===== config.mk =====
export PLATFORM = sky130hd
export DESIGN_NAME = foccpi_mul
export DESIGN_NICKNAME = d
export VERILOG_FILES = /design/src/foccpi_pkg.sv /design/src/foccpi_mul.sv
export SDC_FILE = /design/constraint.sdc
export NUM_CORES = 2
export LEC_CHECK = 0
export BUFFER_PORTS_ARGS = -buffer_cell sky130_fd_sc_hd__clkbuf_2
export CORE_AREA = 2 2 233 281
export DETAILED_ROUTE_END_ITERATION = 7
export DIE_AREA = 0 0 235 283
export PLACE_DENSITY_LB_ADDON = 0.12
export SLEW_MARGIN = 25
export SYNTH_ARGS = -nofsm -noshare
export SYNTH_HDL_FRONTEND = slang
export SYNTH_SLANG_ARGS = --single-unit

===== constraint.sdc =====
create_clock -name i_clk -period 10.35 [get_ports i_clk]
set_input_delay 2.07 -clock i_clk [delete_from_list [all_inputs] [get_ports i_clk]]
set_output_delay 2.07 -clock i_clk [all_outputs]
set_load 0.02 [all_outputs]

===== src/foccpi_pkg.sv =====
// Package for the FOC d/q current PI loop: constants, item types, sequencer states.
package foccpi_pkg;

    localparam int ANGLE_TABLE_BITS_DEF = 10;
    localparam int INTEGRAL_WIDTH_DEF   = 32;

    // shared multiplier operand and product widths
    localparam int MUL_A_W = 34;
    localparam int MUL_B_W = 25;
    localparam int MUL_P_W = MUL_A_W + MUL_B_W;

    localparam int CFG_IDX_W  = 3;
    localparam int CFG_DATA_W = 32;

    localparam logic [CFG_IDX_W-1:0] CFG_PGAIN = 3'd0;
    localparam logic [CFG_IDX_W-1:0] CFG_IGAIN = 3'd1;
    localparam logic [CFG_IDX_W-1:0] CFG_ALPHA = 3'd2;
    localparam logic [CFG_IDX_W-1:0] CFG_LIND  = 3'd3;
    localparam logic [CFG_IDX_W-1:0] CFG_FLUX  = 3'd4;
    localparam logic [CFG_IDX_W-1:0] CFG_VLIM  = 3'd5;

    localparam logic [16:0] ALPHA_ONE  = 17'd65536;
    localparam logic [31:0] LIND_RST   = 32'd17179869;
    localparam logic [31:0] FLUX_RST   = 32'd671089;
    localparam logic [14:0] VLIM_RST   = 15'd24000;

    // Clarke beta scale 2/sqrt(3) in Q16 (over two), sine polynomial terms
    localparam int CLARKE_K = 37837;
    localparam int SIN_C0   = 51472;
    localparam int SIN_C1   = 21024;
    localparam int SIN_C2   = 2320;
    localparam int MV_PER_V = 1000;

    typedef struct packed {
        logic signed [15:0] phase_a_current;
        logic signed [15:0] phase_b_current;
        logic        [15:0] electrical_angle;
        logic signed [23:0] mechanical_speed;
        logic signed [15:0] q_current_target;
    } t_in_item;

    typedef struct packed {
        logic signed [15:0] q_voltage_cmd;
        logic signed [15:0] d_voltage_cmd;
        logic signed [15:0] measured_q_current;
        logic signed [15:0] measured_d_current;
    } t_out_item;

    typedef struct packed {
        logic                      en;
        logic signed [MUL_A_W-1:0] a;
        logic signed [MUL_B_W-1:0] b;
    } t_mul_req;

    typedef enum logic [4:0] {
        ST_IDLE,
        ST_CLARKE,
        ST_SIN_SQ,
        ST_SIN_C1,
        ST_SIN_C2,
        ST_SIN_C3,
        ST_SIN_END,
        ST_PARK_D0,
        ST_PARK_D1,
        ST_PARK_Q0,
        ST_PARK_Q1,
        ST_FILT_D,
        ST_FILT_Q,
        ST_FILT_END,
        ST_FF_LO,
        ST_FF_R1,
        ST_FF_SC0,
        ST_FF_SC1,
        ST_FF_END,
        ST_CP_LO,
        ST_CP_HI,
        ST_CP_T,
        ST_CP_DEC,
        ST_SUM,
        ST_INT_Q,
        ST_INT_D,
        ST_OUT
    } t_state;

endpackage


===== src/foccpi_mul.sv =====
// Shared signed multiplier with registered product.
module foccpi_mul (
    input  logic                                     i_clk,
    input  foccpi_pkg::t_mul_req                     i_req,
    output logic signed [foccpi_pkg::MUL_P_W-1:0]    o_prod
);

    logic signed [foccpi_pkg::MUL_P_W-1:0] r_prod;

    always_ff @(posedge i_clk) begin
        if (i_req.en) begin
            r_prod <= i_req.a * i_req.b;
        end
    end

    assign o_prod = r_prod;

endmodule


# Yosys cells after proc, flatten, opt, wreduce, memory -nomap -nowiden
# Cells that the tools add are included.
# classes
multipliers	1
# ops
op	count
multiplier 34 x 25 -> 59 bit	1
# word_totals
out_inout_bits	59
in_bits	61
reg_bits	59
word_cells	2

# Longest topological paths before layout
# logic_depth
word_depth	1
depth_mapped	27
mapped_depth_nobuf	25

# Least setup slack after synthesis
# Ideal clock, no wire load.
# synth_timing
kind	input to register
startpoint	input i_req[58] (netlist name)
endpoint	register r_prod, in the netlist o_prod[56], data pin
arrival_ns	8.095
path_slack_ns	1.995
setup_ns	0.260
n_path_buf	2
t_required_ns	10.090
cell_stages	23
path_cell_list	clkbuf_1 nand2_1 inv_1 fa_1 fa_1 inv_1 fa_1 inv_1 fa_1 fa_1 fa_1 inv_1 fa_1 inv_1 ha_1 clkbuf_1 a21oi_1 o21ai_0 or3_1 nor3_2 o31ai_4 a221oi_2 xnor2_1
# synth_via
elab_chain_len	1
# synth_rtl
element	line_no	text
from (decl)	foccpi_mul.sv:4	input foccpi_pkg::t_mul_req i_req,
multiplier 34 x 25 -> 59 bit	foccpi_mul.sv:12	r_prod <= i_req.a * i_req.b;
to (signal assigned)	foccpi_mul.sv:12	
to (decl)	foccpi_mul.sv:8	logic signed [foccpi_pkg::MUL_P_W-1:0] r_prod;
# No other way between the ends.
# A chain may end at the register's enable or synchronous reset.

# Worst setup path after layout
# layout_timing
startpoint	input i_req[7] (netlist name)
endpoint	register r_prod, in the netlist o_prod[58], data pin
# The elaborated chain is that of the path after synthesis.

==> metrics.txt <==
routing usage on met2=0.531; Final Critical Period=9.35 ns; async set or reset register ratio after synthesis=0; Die X=235 um; register area=0.00177 sq mm; Placer Congestion=0.902; most common cell after layout, fill and taps aside=fa_1; area used by multi-input combinational logic=0.0261 sq mm; DRT iter0 DRCs=1107; area grow syn2layout=4.37%; TritonCTS clock tree=yes; Final Slew Violations=0; largest net degree at the start of global routing=60; I/O Buffers=119; final worst slack=0.998 ns; Final #Nets=4336; routed len/inst=21.3 um; Post-CTS Setup Repair Bufs=0; CTS Hold Buffers Added=0; antenna violations before repair=2; Routed Antenna Nets=0; Hold Path Class=input pin to flop; most frequent cells in the layout=fa_1 (864), inv_1 (810), nand2_1 (431), and2_1 (425), ha_1 (159); Synth Register Bits=59; final cycle utilization of the critical path=0.904; Initial Utilization=0.493; GR Layer Usage met3=0.0295; first-pass GRT wire length=140000 um; crit path launch type=input pin; clock-pin slew on the worst setup and hold paths=0.06 ns; grt total ovfl=0; post-synthesis sequential area ratio=0.0562; Synth Flop Type=edfxtp_1; fill count=5946; drt first pass iters=5; EDFF count, synth=59; final setup vio count=0; Worst-Margin Slew=0.938 ns; clk root buf=clkbuf_16; Num CTS Buffers=9; # Max-Cap Violations=0; Net Count, Synth=4357; setup TNS=0 ns; critical path capture point type=flop; vias per inst=5.30; post-placement setup slack=0.715 ns; Slew HR=0.375; Worst Setup Path Type=input pin to flop; outcome=finished clean; vias=21700; Routed WL=87000 um; Post-CTS Resized=0; die area=0.0665 sq mm; # rows=102; clock tree buffer depth=2; max FFs per register=59; Die Ht=283 um; critical path arrival=9.44 ns; RSZ-0062 raised after global routing=false; Clock Sinks=59; Yosys Warn Count=0; layout cells sized above 1=0.0519; Mapped Area=0.0315 sq mm; gr busiest metal=met2; H-Tree Level Count=3; Post-DP HPWL=73400 um; Hold Vio Cnt, Final=0; met1 Usage GRT=0.294; DR DRC count=0; Post-Route Utilization=0.515; worst-path fanout max=34; WP data required=10.44 ns; Max Freq=107 MHz; vias in the first global route=25200; Cells after Synth=3272; core area=0.0639 sq mm; Distinct cells, synth=65; syn avg cell area=9.63 sq um; I/O pin count=120; Overall Global Routing Usage=0.272
final cells by class:
type / count / area share
clock inverter: 5 / 0.000913
sequential: 59 / 0.0539
inverter: 811 / 0.0925
multi-input combinational: 2240 / 0.793
antenna: 3 / 0.000228
timing repair buffer: 130 / 0.0206
tap: 832 / 0.0316
clock buffer: 11 / 0.00707
worst max-delay path, stage by stage:
cell and delay (ns):
clkbuf_2 0.50, and2_1 0.41, fa_1 0.62, inv_1 0.14, fa_1 0.56, inv_1 0.08, fa_1 0.78, fa_1 0.52
fa_1 0.60, fa_1 0.46, fa_1 0.44, ha_1 0.46, and3_1 0.31, nand2_1 0.17, nor4_1 0.34, o211ai_1 0.22
a31oi_1 0.37, o211ai_1 0.16, a22o_1 0.22
final timing paths:
| path | from | endpoint | slack, ns | cells past startpoint |
|---|---|---|---|---|
| setup / recovery | i_req[7] | o_prod[58] | 1.0 | 19 |
| hold / removal | i_req[59] | o_prod[57] | 2.39 | 2 |
synthesized netlist by cell type, types with 5 or more instances:
cell type  count  area [sq um]
a21o_1        22           165
a21oi_1       56           280
a31oi_1       10          62.6
and2_1       425          2660
and3_1        14          87.6
buf_2          5          25.0
clkbuf_1     157           589
edfxtp_1      59          1770
fa_1         865         17300
ha_1         159          1990
inv_1        810          3040
nand2_1      431          1620
nand2b_1      11          68.8
nand3_1        9          45.0
nand4_1        7          43.8
nor2_1        24          90.1
nor2b_1       31           194
o211ai_1       6          45.0
o21a_1         5          37.5
o21ai_0       12          60.1
o21ai_1       12          60.1
o21bai_1      13          97.6
xnor2_1       52           455
xor2_1        15           131
logic make-up after synthesis:
logic type      share of synthesized area
mux                              0.000357
flops                              0.0562
simple gates                        0.158
buf+inv                             0.116
compound gates                     0.0381
xor+xnor                           0.0186
fa+ha+maj                           0.612
routing by layer:
metal | vias up | part of all wire
met5 | - | 0.00013
met4 | 2 | 0.049
met1 | 11700 | 0.34
li1 | 9351 | -
met3 | 175 | 0.032
met2 | 522 | 0.58
through the flow:
stage,hold WS [ns],instances,cell area (sq um)
2_1_floorplan,2.18,3272,31500
3_3_place_gp,2.52,4072,32600
3_5_place_dp,2.53,4072,32600
4_1_cts,2.42,4088,32900
5_1_grt,2.45,4089,32900
6_report,2.39,4091,32900
Power is left out: the tool's default activity adds up to more than one toggle a clock period on the data nets, which glitch-free logic cannot reach.
